$ cat src/rtl/pwm_period_duty_capture_defines.svh
// assertion helpers for the capture rtl
`ifndef PWM_PERIOD_DUTY_CAPTURE_DEFINES_SVH
`define PWM_PERIOD_DUTY_CAPTURE_DEFINES_SVH

// checked at every clock edge outside reset
`define PDC_ASSERT(lbl, prop, msg) \
   lbl: assert property (@(posedge clock) disable iff (reset) prop) else $error(msg);

// checked at every clock edge, reset included
`define PDC_ASSERT_ALWAYS(lbl, prop, msg) \
   lbl: assert property (@(posedge clock) prop) else $error(msg);

`endif

$ cat src/rtl/pdc_pkg.sv
`timescale 1ns / 1ps

package pdc_pkg;

   localparam int STAMP_WIDTH = 16;
   localparam int EXT_WIDTH   = STAMP_WIDTH + 1;

   // operation codes
   localparam logic OP_EDGE     = 1'b0;
   localparam logic OP_OVERFLOW = 1'b1;

   // edge counter codes
   localparam logic [1:0] EDGE_FIRST  = 2'd0;
   localparam logic [1:0] EDGE_SECOND = 2'd1;
   localparam logic [1:0] EDGE_THIRD  = 2'd2;

   typedef struct packed {
      logic                   operation;
      logic [STAMP_WIDTH-1:0] timestamp;
   } item_type;

   typedef struct packed {
      logic                 frame_done;
      logic                 measured_channel;
      logic [EXT_WIDTH-1:0] period_ticks;
      logic [EXT_WIDTH-1:0] high_ticks;
      logic                 negative_flag;
      logic                 expect_falling;
      logic                 next_channel;
   } result_type;

   typedef struct packed {
      logic [1:0]           edge_index;
      logic [EXT_WIDTH-1:0] first_stamp;
      logic [EXT_WIDTH-1:0] second_stamp;
      logic                 overflow_seen;
      logic                 active_channel;
   } state_type;

endpackage

$ cat src/rtl/pdc_if.sv
`timescale 1ns / 1ps

interface pdc_req_if;
   import pdc_pkg::*;

   logic                   valid;
   logic                   ready;
   logic                   operation;
   logic [STAMP_WIDTH-1:0] timestamp;

   modport source (output valid, output operation, output timestamp, input ready);
   modport sink   (input valid, input operation, input timestamp, output ready);
endinterface

interface pdc_rsp_if;
   import pdc_pkg::*;

   logic                 valid;
   logic                 ready;
   logic                 frame_done;
   logic                 measured_channel;
   logic [EXT_WIDTH-1:0] period_ticks;
   logic [EXT_WIDTH-1:0] high_ticks;
   logic                 negative_flag;
   logic                 expect_falling;
   logic                 next_channel;

   modport source (
      output valid, output frame_done, output measured_channel, output period_ticks,
      output high_ticks, output negative_flag, output expect_falling,
      output next_channel, input ready
   );
   modport sink (
      input valid, input frame_done, input measured_channel, input period_ticks,
      input high_ticks, input negative_flag, input expect_falling,
      input next_channel, output ready
   );
endinterface

$ cat src/rtl/pdc_frame_step.sv
`timescale 1ns / 1ps

module pdc_frame_step (
   input  pdc_pkg::state_type  state_cur,
   input  pdc_pkg::item_type   item,
   output pdc_pkg::state_type  state_next,
   output pdc_pkg::result_type result
);
   import pdc_pkg::*;

   logic [EXT_WIDTH-1:0] stamp_ext;
   logic                 period_neg;
   logic                 high_neg;

   // one wrap added after an overflow: just the carry bit above the stamp
   assign stamp_ext  = {state_cur.overflow_seen, item.timestamp};
   assign period_neg = stamp_ext < state_cur.first_stamp;
   assign high_neg   = state_cur.second_stamp < state_cur.first_stamp;

   always_comb begin
      state_next = state_cur;
      result     = '0;
      if (item.operation == OP_OVERFLOW) begin
         state_next.overflow_seen = 1'b1;
      end else begin
         case (state_cur.edge_index)
            EDGE_FIRST: begin
               state_next.first_stamp = stamp_ext;
               state_next.edge_index  = EDGE_SECOND;
            end
            EDGE_SECOND: begin
               state_next.second_stamp = stamp_ext;
               state_next.edge_index   = EDGE_THIRD;
            end
            default: begin
               result.frame_done       = 1'b1;
               result.measured_channel = state_cur.active_channel;
               result.period_ticks     = period_neg ? '0 : stamp_ext - state_cur.first_stamp;
               result.high_ticks       = high_neg ? '0
                                         : state_cur.second_stamp - state_cur.first_stamp;
               result.negative_flag    = period_neg | high_neg;
               state_next.edge_index     = EDGE_FIRST;
               state_next.overflow_seen  = 1'b0;
               state_next.active_channel = ~state_cur.active_channel;
            end
         endcase
      end
      result.expect_falling = state_next.edge_index == EDGE_SECOND;
      result.next_channel   = state_next.active_channel;
   end

endmodule

$ cat src/rtl/pwm_period_duty_capture.sv
`timescale 1ns / 1ps
// PWM period and high-time capture. Each req item is either a captured edge with its
// 16-bit timer stamp or a timer-overflow strobe; every item gives exactly one rsp item.
// A frame is rising, falling, rising edge: on the closing rising edge the rsp carries frame_done,
// the period (third minus first stamp) and the high time (falling minus first stamp),
// both 17 bits, clamped to zero with negative_flag when negative. Stamps taken after an
// overflow in the current frame are extended by one counter wrap (2^16). Every rsp also
// tells which edge polarity and which of the two input channels come next; the channel
// toggles after each completed frame. Throughput is one item per clock while the rsp side
// keeps taking items; a rsp stall holds the flow. An accepted item is stored in the input
// register and then passes the frame update into the result register, which drives the
// rsp item. req ready drops only while both registers hold an item and the rsp item is
// not being taken.

`include "pwm_period_duty_capture_defines.svh"

module pwm_period_duty_capture (
   input logic clock,
   input logic reset,
   pdc_req_if.sink   req_ch,
   pdc_rsp_if.source rsp_ch
);
   import pdc_pkg::*;

   // input register
   logic       s1_valid_ff;
   logic       s1_valid_in;
   item_type   s1_item_ff;
   item_type   s1_item_in;

   // measurement state
   state_type  state_ff;
   state_type  state_in;
   state_type  state_step;

   // result register
   logic       rsp_valid_ff;
   logic       rsp_valid_in;
   result_type rsp_data_ff;
   result_type rsp_data_in;
   result_type result_step;

   logic       s1_fire;
   logic       req_fire;

   // the input item moves on once the result register is free or being drained
   assign s1_fire      = s1_valid_ff && (!rsp_valid_ff || rsp_ch.ready);
   assign req_ch.ready = !s1_valid_ff || s1_fire;
   assign req_fire     = req_ch.valid && req_ch.ready;

   pdc_frame_step u_step (
      .state_cur  (state_ff),
      .item       (s1_item_ff),
      .state_next (state_step),
      .result     (result_step)
   );

   always_comb begin
      s1_valid_in  = req_fire || (s1_valid_ff && !s1_fire);
      s1_item_in   = req_fire ? item_type'{operation: req_ch.operation,
                                           timestamp: req_ch.timestamp}
                              : s1_item_ff;
      state_in     = s1_fire ? state_step : state_ff;
      rsp_valid_in = s1_fire || (rsp_valid_ff && !rsp_ch.ready);
      rsp_data_in  = s1_fire ? result_step : rsp_data_ff;
   end

   always_ff @(posedge clock) begin
      if (reset) begin
         s1_valid_ff  <= 1'b0;
         rsp_valid_ff <= 1'b0;
         state_ff     <= '0;
      end else begin
         s1_valid_ff  <= s1_valid_in;
         rsp_valid_ff <= rsp_valid_in;
         state_ff     <= state_in;
      end
      // payload registers, no reset needed
      s1_item_ff  <= s1_item_in;
      rsp_data_ff <= rsp_data_in;
   end

   // result port
   assign rsp_ch.valid            = rsp_valid_ff;
   assign rsp_ch.frame_done       = rsp_data_ff.frame_done;
   assign rsp_ch.measured_channel = rsp_data_ff.measured_channel;
   assign rsp_ch.period_ticks     = rsp_data_ff.period_ticks;
   assign rsp_ch.high_ticks       = rsp_data_ff.high_ticks;
   assign rsp_ch.negative_flag    = rsp_data_ff.negative_flag;
   assign rsp_ch.expect_falling   = rsp_data_ff.expect_falling;
   assign rsp_ch.next_channel     = rsp_data_ff.next_channel;

   // reset empties both registers by the next edge
   `PDC_ASSERT_ALWAYS(a_reset_empties, reset |=> !s1_valid_ff && !rsp_valid_ff, "reset left an item")
   // the edge counter never reaches three
   `PDC_ASSERT(a_edge_index_range, state_ff.edge_index != 2'd3, "edge counter hit three")
   // a finished frame expects a rising edge on the other channel next
   `PDC_ASSERT(a_done_next_rising, rsp_valid_ff && rsp_data_ff.frame_done |-> !rsp_data_ff.expect_falling && (rsp_data_ff.next_channel != rsp_data_ff.measured_channel), "frame end did not rearm")
   // measurement fields stay zero outside a finished frame
   `PDC_ASSERT(a_idle_fields_zero, rsp_valid_ff && !rsp_data_ff.frame_done |-> rsp_data_ff.period_ticks == '0 && rsp_data_ff.high_ticks == '0 && !rsp_data_ff.negative_flag && !rsp_data_ff.measured_channel, "fields set without frame")
   // an overflow strobe marks the frame
   `PDC_ASSERT(a_overflow_marks, s1_fire && s1_item_ff.operation == OP_OVERFLOW |=> state_ff.overflow_seen, "overflow not recorded")

endmodule
$ cat src/flat_wrapper.sv
// flat-port wrapper written by rule: the top's interface ports become plain ports
module pwm_period_duty_capture_flat import pdc_pkg::*;
  (clock, reset, req_ch_valid, req_ch_operation, req_ch_timestamp, req_ch_ready, rsp_ch_valid, rsp_ch_frame_done, rsp_ch_measured_channel, rsp_ch_period_ticks, rsp_ch_high_ticks, rsp_ch_negative_flag, rsp_ch_expect_falling, rsp_ch_next_channel, rsp_ch_ready);
  pdc_req_if req_ch_i ();
  pdc_rsp_if rsp_ch_i ();
  input logic clock;
  input logic reset;
  input wire logic [$bits(req_ch_i.valid)-1:0] req_ch_valid;
  input wire logic [$bits(req_ch_i.operation)-1:0] req_ch_operation;
  input wire logic [$bits(req_ch_i.timestamp)-1:0] req_ch_timestamp;
  output wire logic [$bits(req_ch_i.ready)-1:0] req_ch_ready;
  output wire logic [$bits(rsp_ch_i.valid)-1:0] rsp_ch_valid;
  output wire logic [$bits(rsp_ch_i.frame_done)-1:0] rsp_ch_frame_done;
  output wire logic [$bits(rsp_ch_i.measured_channel)-1:0] rsp_ch_measured_channel;
  output wire logic [$bits(rsp_ch_i.period_ticks)-1:0] rsp_ch_period_ticks;
  output wire logic [$bits(rsp_ch_i.high_ticks)-1:0] rsp_ch_high_ticks;
  output wire logic [$bits(rsp_ch_i.negative_flag)-1:0] rsp_ch_negative_flag;
  output wire logic [$bits(rsp_ch_i.expect_falling)-1:0] rsp_ch_expect_falling;
  output wire logic [$bits(rsp_ch_i.next_channel)-1:0] rsp_ch_next_channel;
  input wire logic [$bits(rsp_ch_i.ready)-1:0] rsp_ch_ready;
  assign req_ch_i.valid = req_ch_valid;
  assign req_ch_i.operation = req_ch_operation;
  assign req_ch_i.timestamp = req_ch_timestamp;
  assign req_ch_ready = req_ch_i.ready;
  assign rsp_ch_valid = rsp_ch_i.valid;
  assign rsp_ch_frame_done = rsp_ch_i.frame_done;
  assign rsp_ch_measured_channel = rsp_ch_i.measured_channel;
  assign rsp_ch_period_ticks = rsp_ch_i.period_ticks;
  assign rsp_ch_high_ticks = rsp_ch_i.high_ticks;
  assign rsp_ch_negative_flag = rsp_ch_i.negative_flag;
  assign rsp_ch_expect_falling = rsp_ch_i.expect_falling;
  assign rsp_ch_next_channel = rsp_ch_i.next_channel;
  assign rsp_ch_i.ready = rsp_ch_ready;
  pwm_period_duty_capture u_core (.clock(clock), .reset(reset), .req_ch(req_ch_i), .rsp_ch(rsp_ch_i));
endmodule
$ cat config.mk
export PLATFORM = sky130hd
export DESIGN_NAME = pwm_period_duty_capture_flat
export DESIGN_NICKNAME = d
export VERILOG_FILES = /design/src/rtl/pdc_pkg.sv /design/src/rtl/pdc_if.sv /design/src/rtl/pdc_frame_step.sv /design/src/rtl/pwm_period_duty_capture.sv /design/src/flat_wrapper.sv
export VERILOG_INCLUDE_DIRS = /design/src /design/src/rtl
export SDC_FILE = /design/constraint.sdc
export NUM_CORES = 1
export LEC_CHECK = 0
export BUFFER_PORTS_ARGS = -buffer_cell sky130_fd_sc_hd__buf_2
export CORE_UTILIZATION = 35
export CTS_BUF_LIST = sky130_fd_sc_hd__clkbuf_2
export CTS_CLUSTER_SIZE = 28
export DETAILED_ROUTE_END_ITERATION = 10
export GPL_TIMING_DRIVEN = 0
export MAX_ROUTING_LAYER = met4
export SLEW_MARGIN = 5
export SYNTH_ARGS = -nofsm -noshare
export SYNTH_HDL_FRONTEND = slang
export SYNTH_SLANG_ARGS = --single-unit
$ cat constraint.sdc
create_clock -name clock -period 9.01 [get_ports clock]
set_input_delay 1.3515 -clock clock [delete_from_list [all_inputs] [get_ports clock]]
set_output_delay 1.3515 -clock clock [all_outputs]
set_load 0.02 [all_outputs]
==> results of run 1 <==
## flip-flops by register name, summed over array words and instances, names as in the netlist, 17 cells and up
| register | flops |
|---|---|
| u_core.rsp_ch.high_ticks | 17 |
| u_core.rsp_ch.period_ticks | 17 |
| u_core.s1_item_ff | 17 |
| u_core.state_ff | 38 |
## worst min path at each step
stage	startpoint	endpoint	cells past startpoint
after floorplan	u_core.state_ff[20]	u_core.state_ff[20]	2
after global placement	u_core.state_ff[26]	u_core.state_ff[26]	2
after detailed placement	u_core.state_ff[25]	u_core.state_ff[25]	2
after CTS	u_core.state_ff[25]	u_core.state_ff[25]	2
after global routing	u_core.state_ff[13]	u_core.state_ff[13]	2
final	u_core.state_ff[21]	u_core.state_ff[21]	2
## synth_stat cells (2+ instances only)
cell / instances
nand2_1: 92
a21oi_1: 71
edfxtp_1: 56
nor2_1: 49
dfxtp_1: 40
ha_1: 34
inv_1: 26
o21ai_0: 23
xnor2_1: 15
xor2_1: 11
clkbuf_1: 10
nor3_1: 10
a21o_1: 8
nand3_1: 8
nand2b_1: 7
buf_2: 6
o21a_1: 6
and2_1: 5
nand4_1: 5
a211oi_1: 4
nor2b_1: 4
o211ai_1: 4
o31ai_1: 3
a211oi_2: 2
a21boi_0: 2
a221oi_1: 2
a31oi_1: 2
and3_1: 2
buf_6: 2
clkbuf_2: 2
fa_1: 2
nand3b_1: 2
nor3b_1: 2
nor4_1: 2
o2111ai_1: 2
o21bai_1: 2
or3_1: 2
## through the flow
stage | hold slack [ns] | setup WS (ns)
after floorplan | 0.436 | 5.18
after global placement | 0.444 | 4.09
after detailed placement | 0.449 | 5.57
after CTS | 0.476 | 5.57
after global routing | 0.495 | 5.51
final | 0.476 | 5.56
## kinds of logic (layout without fill, tap and decap cells)
logic type	after synthesis	count (layout)	share of synthesized area, %
AND/OR/NAND/NOR	197	197	17.0
buffers and inverters	48	125	4.61
AO/OA/AOI/OAI	142	142	16.6
multiplexers	1	1	0.194
other	0	1	0
XOR/XNOR	26	26	4.42
flip-flops	96	96	48.2
adder cells (fa/ha/maj)	36	36	9.03
## power by group
| group | switching, mW | internal (mW) | leakage [nW] |
|---|---|---|---|
| Clock | 0.154 | 0.0389 | 0.0605 |
| Combinational | 0.0942 | 0.0638 | 1.30 |
| Sequential | 0.00872 | 0.480 | 0.861 |
## layout by cell type, fill, tap and decap left out, drive strengths merged, types with 7 or more instances in the layout
cell,instances
a21o,8
a21oi,71
buf,70
clkbuf,22
dfxtp,40
edfxtp,56
ha,34
inv,28
nand2,93
nand2b,7
nand3,8
nor2,50
nor3,11
o21ai,24
xnor2,15
xor2,11
## worst reg2reg max path, cell delays in order, from the launching register on
cell,delay (ns)
dfxtp_1,0.40
inv_1,0.13
ha_1,0.31
nor2b_1,0.14
o31a_1,0.28
a21oi_1,0.51
o211ai_1,0.21
nand3_1,0.36
buf_2,0.30
nor2_1,0.11
## routing by layer
metal  up-vias  track usage, %
li1       2074               -
met5         -               -
met3        17            2.08
met2        93            24.7
met1      1833            22.9
met4         0            7.23
## layout make-up
cell class | instances | area [um2]
fillers | 1397 | 8350
flip-flops and latches | 96 | 2480
multi-input cells | 402 | 2440
repair buffers | 61 | 320
well taps | 180 | 225
plain buffers | 22 | 140
inverters | 26 | 97.6
clock buffers | 10 | 50.0
clock inverters | 6 | 43.8
diodes | 1 | 2.50
==> impl_metrics.tcl, run 1 <==
set metrics [dict create \
    run_status "finished, final reports clean" \
    setup_violations 0 \
    cp_data_arrival_time_ns 2.10 \
    grt_use_total_pct 16.7 \
    core_um2 14100 \
    antenna_found_initial 1 \
    synthArstFlopShare_pct 0 \
    final_area_um2 5800 \
    cp-startpoint "rsp_ch_ready" \
    ctsHoldBuffers 0 \
    die-height_um 123 \
    synth.area.top_cells "edfxtp_1, dfxtp_1, ha_1, a21oi_1, nand2_1" \
    fmax_mhz 290 \
    cts_sinks 96 \
    grt_pass1_vias 3648 \
    wl_per_cell_um 14.5 \
    synth_enable_flop_cells 56 \
    start_util_pct 36.4 \
    ys_types 58 \
    period_share_pct 38.3 \
    fin_crit_ns 3.45 \
    hold_violations 0 \
    drc 0 \
    route.met2.wl_um 5060 \
    drtAntennaViolNets 0 \
    drt_iter0_markers 240 \
    yosysWarnings 0 \
    finalWirelength_um 11700 \
    drv_cap 0 \
    clockBufferDepth 2 \
    ios 62 \
    synth_area_per_cell_um2 9.44 \
    clkLatencyLatePin_ns 0.63 \
    p_total_mw 0.839 \
    yosysTopAreaCell "edfxtp_1" \
    fin_nets 675 \
    grt_pass1_wl_um 18600 \
    ys_ff_latch 96 \
    syn_area_um2 5150 \
    cts_resized 0 \
    dpl.cell_count 787 \
    critPathKind "primary input to output port" \
    dp_hpwl_um 9190 \
    die_w_um 123 \
    tightest_slew_ns 0.769 \
    postCtsSetupBuffers 0 \
    placed_area_um2 5710 \
    r2r_slack_ns 6.05 \
    vias_per_cell 5.00 \
    htree_levels 3 \
    critical_path.top_delay_family "simple AND/OR/NAND/NOR gates" \
    fin_cells 804 \
    dr.pass1.iters 4 \
    worstPathRequired_ns 7.66 \
    rsz0062_at_grt "no" \
    port_buffers 60 \
    power_density_nw_per_um2 145 \
    top_layer_used "met4" \
    slowest_stage "nor2b_1" \
    cp-endpoint "req_ch_ready" \
    ir_worst_vdd_v 0.0000497 \
    finalCoreUtilization_pct 41.0 \
    num_rows 43 \
    grt-ovfl-total 0 \
    num_vias 4017 \
    relSlewSlack_pct 48.1 \
    p_leak_nw 2.22 \
    synth_ff_type "edfxtp_1" \
    timing.rr.start "u_core.state_ff[20]" \
    holdCritPathClass "flip-flop to flip-flop" \
    drv_slew 0 \
    r2r_end "u_core.rsp_ch.period_ticks[12]" \
    numCtsBuffers 9 \
    synth_top_area_share_pct 32.6 \
    synth_nets 603 \
    gp_congestion 0.901 \
    cts_root_buf "clkbuf_2" \
    final.setup.tns_ns 0 \
    worst-r2r-cell-count 9 \
    cpPeakStageDelay_ns 0.35 \
    synth_seq_area_share_pct 48.2 \
    clkSlewWorstSetupHoldPaths_ns 0.26 \
    m1WireLength_um 5860 \
    syn_inst 546 \
    cp_num_buf_inv 2 \
    start_kind "primary input" \
    met3WireLength_um 492 \
    critPathMaxFanout 5 \
    worstPathCellList "buf_2 -> nor2b_1 -> nand2_1 -> buf_2" \
    area_delta_synth_final_pct 12.6 \
    end_kind "output port" \
    cts_tree "built" \
    path_depth 4 \
    die-area_um2 15200 \
    layout-drive-gt1-share_pct 15.7 \
    critPathMostFrequentCell "buf_2" \
    final.setup_skew_ns 0.0367 \
    grt_max_degree 35 \
]
Note: power is estimated with default switching activity, not from simulation.
==> run 2: changes to the inputs <==
==> constraint.sdc (replaced) <==
create_clock -name clock -period 3 [get_ports clock]
set_input_delay 0.45 -clock clock [delete_from_list [all_inputs] [get_ports clock]]
set_output_delay 0.45 -clock clock [all_outputs]
set_load 0.02 [all_outputs]
==> run 2 against run 1 <==
Against the previous run:
- routed wire length rose by 0.43%
- sequential share of layout area fell by 1.3 points
- count of clock-buffer cells in the layout did not move
- non-clock buffer count rose by 18
==> impl_metrics.tcl, run 2 (synthesis gave the netlist of run 1 again) <==
set metrics [dict create \
    final.setup_skew_ns 0.0356 \
    setup_violations 0 \
    critical_path.top_delay_family "compound AO/OA/AOI/OAI gates" \
    final.setup.tns_ns 0 \
    critPathMaxFanout 4 \
    fin_nets 693 \
    fin_cells 822 \
    timing.rr.start "u_core.s1_item_ff[0]" \
    layout-drive-gt1-share_pct 15.6 \
    die_w_um 123 \
    core_um2 14100 \
    grt_pass1_vias 3685 \
    drv_slew 0 \
    cts_tree "built" \
    worstPathCellList "inv_1 -> ha_1 -> inv_1 -> fa_1 -> a211oi_1 -> o31ai_1 -> nor2_1 -> o21ai_0 -> nor3b_1 -> nor4_1" \
    power_density_nw_per_um2 424 \
    num_rows 43 \
    cts_root_buf "clkbuf_2" \
    numCtsBuffers 9 \
    dp_hpwl_um 9190 \
    wl_per_cell_um 14.2 \
    vias_per_cell 5.00 \
    worst-r2r-cell-count 10 \
    slowest_stage "o31ai_1" \
    cts_sinks 96 \
    relSlewSlack_pct 48.2 \
    path_depth 10 \
    critPathMostFrequentCell "inv_1" \
    holdCritPathClass "primary input to flip-flop" \
    final_common_cell "nand2_1" \
    cp_num_buf_inv 2 \
    top_register "u_core.state_ff" \
    die-height_um 123 \
    critPathKind "flip-flop to flip-flop" \
    fin_crit_ns 2.75 \
    port_buffers 60 \
    cp_data_arrival_time_ns 3.14 \
    fmax_mhz 363 \
    ir_worst_vdd_v 0.000150 \
    finalCoreUtilization_pct 42.4 \
    dr.pass1.iters 5 \
    grt_max_degree 35 \
    fill_cells 1387 \
    hold_violations 0 \
    postCtsSetupBuffers 0 \
    die-area_um2 15200 \
    worst_slack_ns 0.246 \
    cp-startpoint "u_core.s1_item_ff[0]" \
    htree_levels 3 \
    run_status "finished, final reports clean" \
    finalWirelength_um 11700 \
    worstHoldStart "rsp_ch_ready" \
    p_leak_nw 2.30 \
    antenna_found_initial 1 \
    start_util_pct 36.4 \
    grt-ovfl-total 0 \
    cpPeakStageDelay_ns 0.53 \
    grt_pass1_wl_um 18700 \
    start_kind "flip-flop" \
    rsz0062_at_grt "no" \
    drc 0 \
    drtAntennaViolNets 0 \
    ios 62 \
    clkSlewWorstSetupHoldPaths_ns 0.29 \
    largest_reg_flops 38 \
    worstPathRequired_ns 3.39 \
    tightest_slew_ns 0.776 \
    drv_cap 0 \
    dpl_worst_slack_ns 0.0286 \
    final_cell_mix "nand2_1, a21oi_1, buf_2" \
    grt_use_total_pct 16.8 \
    min_path_cells 4 \
    area_delta_synth_final_pct 16.3 \
    gp_congestion 0.901 \
    clockBufferDepth 2 \
    drt_iter0_markers 252 \
    regArea_um2 2480 \
    period_share_pct 91.8 \
    dpl.cell_count 787 \
    multi_input_area_um2 2450 \
    num_vias 4111 \
    end_kind "flip-flop" \
    clkLatencyLatePin_ns 0.63 \
]
-- run 2: changes by cell type in the layout (fill, tap and decap cells not counted) --
cell,delta
nand3_2,+1
a21oi_1,-1
nand3_1,-1
a21oi_2,+1
dlygate4sd3_1,+18
-- run 2: what timing repair did --
item / in CTS / in global routing
gates resized for setup: 1 / 1
hold endpoints to repair: 18 / 0
hold buffers: 18 / 0
endpoints found under the setup margin: 3 / 12
-- run 2: report_power, final --
group / switching, mW / internal, mW
registers: 0.0262 / 1.44
clock network: 0.461 / 0.117
logic: 0.286 / 0.207
-- run 2: metal layers --
layer	up-vias	global-route usage [%]	routed length (um)
met5	-	-	0
met4	0	7.23	238
met2	104	24.9	5100
li1	2113	-	-
met1	1879	22.9	5870
met3	15	2.08	503
-- run 2: worst paths after layout --
path / endpoint / slack (ns)
max: u_core.rsp_ch.period_ticks[14] / 0.25
min: u_core.s1_valid_ff / 0.18
max reg2reg: u_core.rsp_ch.period_ticks[14] / 0.25
min reg2reg: u_core.state_ff[21] / 0.48
-- run 2: area by class of cell --
class	instances	area share (%)
Antenna cell	1	0.0418
Buffer	22	2.34
Clock buffer	10	0.835
Clock inverter	6	0.731
Inverter	26	1.63
Multi-Input combinational cell	402	40.9
Sequential cell	96	41.4
Tap cell	180	3.76
Timing Repair Buffer	79	8.35
-- run 2: tightest hold or removal path: stages --
cell and delay, ns:
buf_2 0.08, nor2b_1 0.09, a21oi_1 0.16, nor2_1 0.04
-- run 2: per-stage QoR --
step | total power [mW] | area [um2] | hold WS (ns)
after global placement | 1.96 | 5680 | 0.444
after detailed placement | 1.97 | 5710 | 0.449
after global routing | 2.67 | 5990 | 0.154
after CTS | 2.56 | 5990 | 0.142
after floorplan | 1.85 | 5150 | 0.436
final | 2.54 | 5990 | 0.180
==> run 3: changes to the inputs <==
--- a/config.mk
+++ b/config.mk
@@ -6,6 +6,7 @@
 export SDC_FILE = /design/constraint.sdc
 export NUM_CORES = 1
 export LEC_CHECK = 0
+export ABC_AREA = 1
 export BUFFER_PORTS_ARGS = -buffer_cell sky130_fd_sc_hd__buf_2
 export CORE_UTILIZATION = 35
 export CTS_BUF_LIST = sky130_fd_sc_hd__clkbuf_2
==> run 3 against run 2 <==
Against the previous run:
- worst setup slack better by 0.40 ns
- count of clock-buffer cells in the layout unchanged
- sequential cell count unchanged
- global-route usage shrank 0.22 points
- cell count up 31%
- largest cell class is now multi-input gates
- largest power group unchanged
==> impl_metrics.tcl, run 3 <==
set metrics [dict create \
    start_kind "flip-flop" \
    final.setup_skew_ns 0.0382 \
    port_buffers 61 \
    num_vias 4805 \
    clkLatencyLatePin_ns 0.64 \
    cts_resized 0 \
    cts_tree "built" \
    clock_power_share_pct 27.1 \
    synth.most_common_cell "nand2_1" \
    finalCoreUtilization_pct 42.0 \
    syn_area_um2 5810 \
    num_rows 46 \
    die-height_um 131 \
    final.setup.tns_ns 0 \
    ios 62 \
    postCtsSetupBuffers 0 \
    drt_iter0_markers 225 \
    period_share_pct 78.5 \
    wl_per_cell_um 12.0 \
    internal_power_mw 2.11 \
    critPathKind "flip-flop to flip-flop" \
    sw_frac_of_total_pct 32.8 \
    worstHoldStart "rsp_ch_ready" \
    fill_cells 1694 \
    htree_levels 3 \
    synth.area.top_cells "edfxtp_1, dfxtp_1, nand2_1, inv_1, ha_1" \
    comb_power_share_pct 25.4 \
    yosysTopAreaCell "edfxtp_1" \
    critPathMaxFanout 47 \
    ys_top_cells_by_count "nand2_1, inv_1, nor2_1" \
    end_kind "flip-flop" \
    synth_ff_type "edfxtp_1" \
    clockBufferDepth 2 \
    drtAntennaViolNets 0 \
    relSlewSlack_pct 34.5 \
    syn_inst 760 \
    worstPathRequired_ns 3.54 \
    synth_seq_area_share_pct 42.7 \
    clkSlewWorstSetupHoldPaths_ns 0.28 \
    vias_per_cell 4.48 \
    numCtsBuffers 9 \
    yosysWarnings 0 \
    p_leak_nw 3.41 \
    seqPwrFrac_pct 47.5 \
    layout-drive-gt1-share_pct 15.9 \
    tightest_slew_ns 0.981 \
    rsz0062_at_grt "no" \
    cp-startpoint "u_core.rsp_ch.valid" \
    cp_data_arrival_time_ns 2.89 \
    multi_input_area_um2 2680 \
    synth_top_area_share_pct 28.9 \
    grt_pass1_vias 4406 \
    ir_worst_vdd_v 0.000205 \
    core_um2 16100 \
    fin_nets 908 \
    final_cell_mix "nand2_1, inv_1, nor2_1" \
    timing.rr.start "u_core.rsp_ch.valid" \
    run_status "finished, final reports clean" \
    start_util_pct 36.2 \
    area_delta_synth_final_pct 16.1 \
    fin_crit_ns 2.35 \
    fmax_mhz 425 \
    drv_cap 0 \
    synth_enable_flop_cells 56 \
    grt_use_total_pct 16.5 \
    dp_hpwl_um 9780 \
    setup_violations 0 \
    holdCritPathClass "primary input to flip-flop" \
    antenna_found_initial 1 \
    gp_congestion 0.891 \
    cts_root_buf "clkbuf_2" \
    ys_types 32 \
    top_register "u_core.state_ff" \
    hold_violations 0 \
    die-area_um2 17100 \
    synth_area_per_cell_um2 7.65 \
    finalWirelength_um 12800 \
    largest_reg_flops 38 \
    power_switching_mw 1.03 \
    power_density_nw_per_um2 464 \
    drc 0 \
    synthArstFlopShare_pct 0 \
    regArea_um2 2480 \
    final_common_cell "nand2_1" \
    synth_nets 817 \
    die_w_um 131 \
    dr.pass1.iters 5 \
    grt_pass1_wl_um 21000 \
    grt-ovfl-total 0 \
    grt_max_degree 48 \
    drv_slew 0 \
    ys_ff_latch 96 \
    cts_sinks 96 \
]
==> run 3: cell types whose count changed after synthesis, sizes merged, moves of 6 or more <==
cell	previous run	this run
inv	26	154
nand2	93	210
nor2	50	100
a21oi	71	48
nand3	8	30
o21ai	24	40
xnor2	15	4
a21o	8	0
clkbuf	12	4
nand2b	7	0
nor3	11	4
a211oi	6	0
o21a	6	0
==> run 3: cell families (layout without fill, tap and decap cells) <==
kind of cell / after synthesis / after routing / synth area share (%)
AO/OA/AOI/OAI: 88 / 88 / 7.58
XOR/XNOR: 15 / 15 / 2.26
adder cells (fa/ha/maj): 36 / 36 / 8.01
buffers and inverters: 165 / 261 / 11.2
flip-flops: 96 / 96 / 42.7
other: 0 / 1 / 0
AND/OR/NAND/NOR: 360 / 360 / 28.2
==> run 3: path summary, 6_finish.rpt <==
kind	to	slack, ns	depth (start not counted)
max	u_core.state_ff[29]	0.65	7
max reg2reg	u_core.state_ff[29]	0.65	7
min reg2reg	u_core.rsp_ch.valid	0.49	2
min	u_core.rsp_ch.valid	0.05	4
==> run 3: repair_timing <==
item / 4_1_cts / 5_1_grt
hold buffers: 19 / 0
setup endpoints to repair: 0 / 0
hold endpoints to repair: 21 / 0
==> run 3: power groups by stage <==
stage	clock network, mW	registers [mW]	logic (mW)
finish	0.849	1.49	0.796
detailed placement	0	1.52	0.776
global route	0.912	1.50	0.913
CTS	0.879	1.49	0.799
floorplan	0	1.54	0.575
global placement	0	1.52	0.771
==> run 3: final cells by class <==
| type | count | share of cell area, % |
|---|---|---|
| sequential | 96 | 36.8 |
| clock inverter | 6 | 1.72 |
| buffer | 11 | 1.09 |
| clock buffer | 10 | 0.742 |
| timing repair buffer | 80 | 7.34 |
| inverter | 154 | 8.57 |
| multi-input combinational | 499 | 39.7 |
| tap | 216 | 4.01 |
| antenna | 1 | 0.0371 |
==> run 3: through the flow <==
stage | instance area (um2) | worst slack [ns] | std cells | hold WS (ns) | total power, mW
6_report | 6750 | 0.646 | 1073 | 0.0469 | 3.13
5_1_grt | 6750 | 0.391 | 1073 | 0.000568 | 3.32
4_1_cts | 6750 | 0.594 | 1072 | 0.00338 | 3.17
3_5_place_dp | 6390 | 0.378 | 1037 | 0.456 | 2.29
3_3_place_gp | 6390 | 0.403 | 1037 | 0.467 | 2.29
2_1_floorplan | 5810 | 1.06 | 760 | 0.437 | 2.11
==> run 3: worst max-delay path, stage by stage (launching register included) <==
cell and delay (ns):
dfxtp_1 0.39, nand2_1 0.09, nand2_1 0.12, inv_2 0.74, nand2_1 0.39, buf_2 0.31
o21ai_0 0.16, a21oi_1 0.06
==> run 3: routing by layer <==
layer  GRT usage [%]  vias up  share of wire [%]
met1            20.9     2161                 48
met5               -        -                  0
li1                -     2549                  -
met2            26.7       86                 47
met4            4.94        0                1.3
met3            3.30        9                3.8
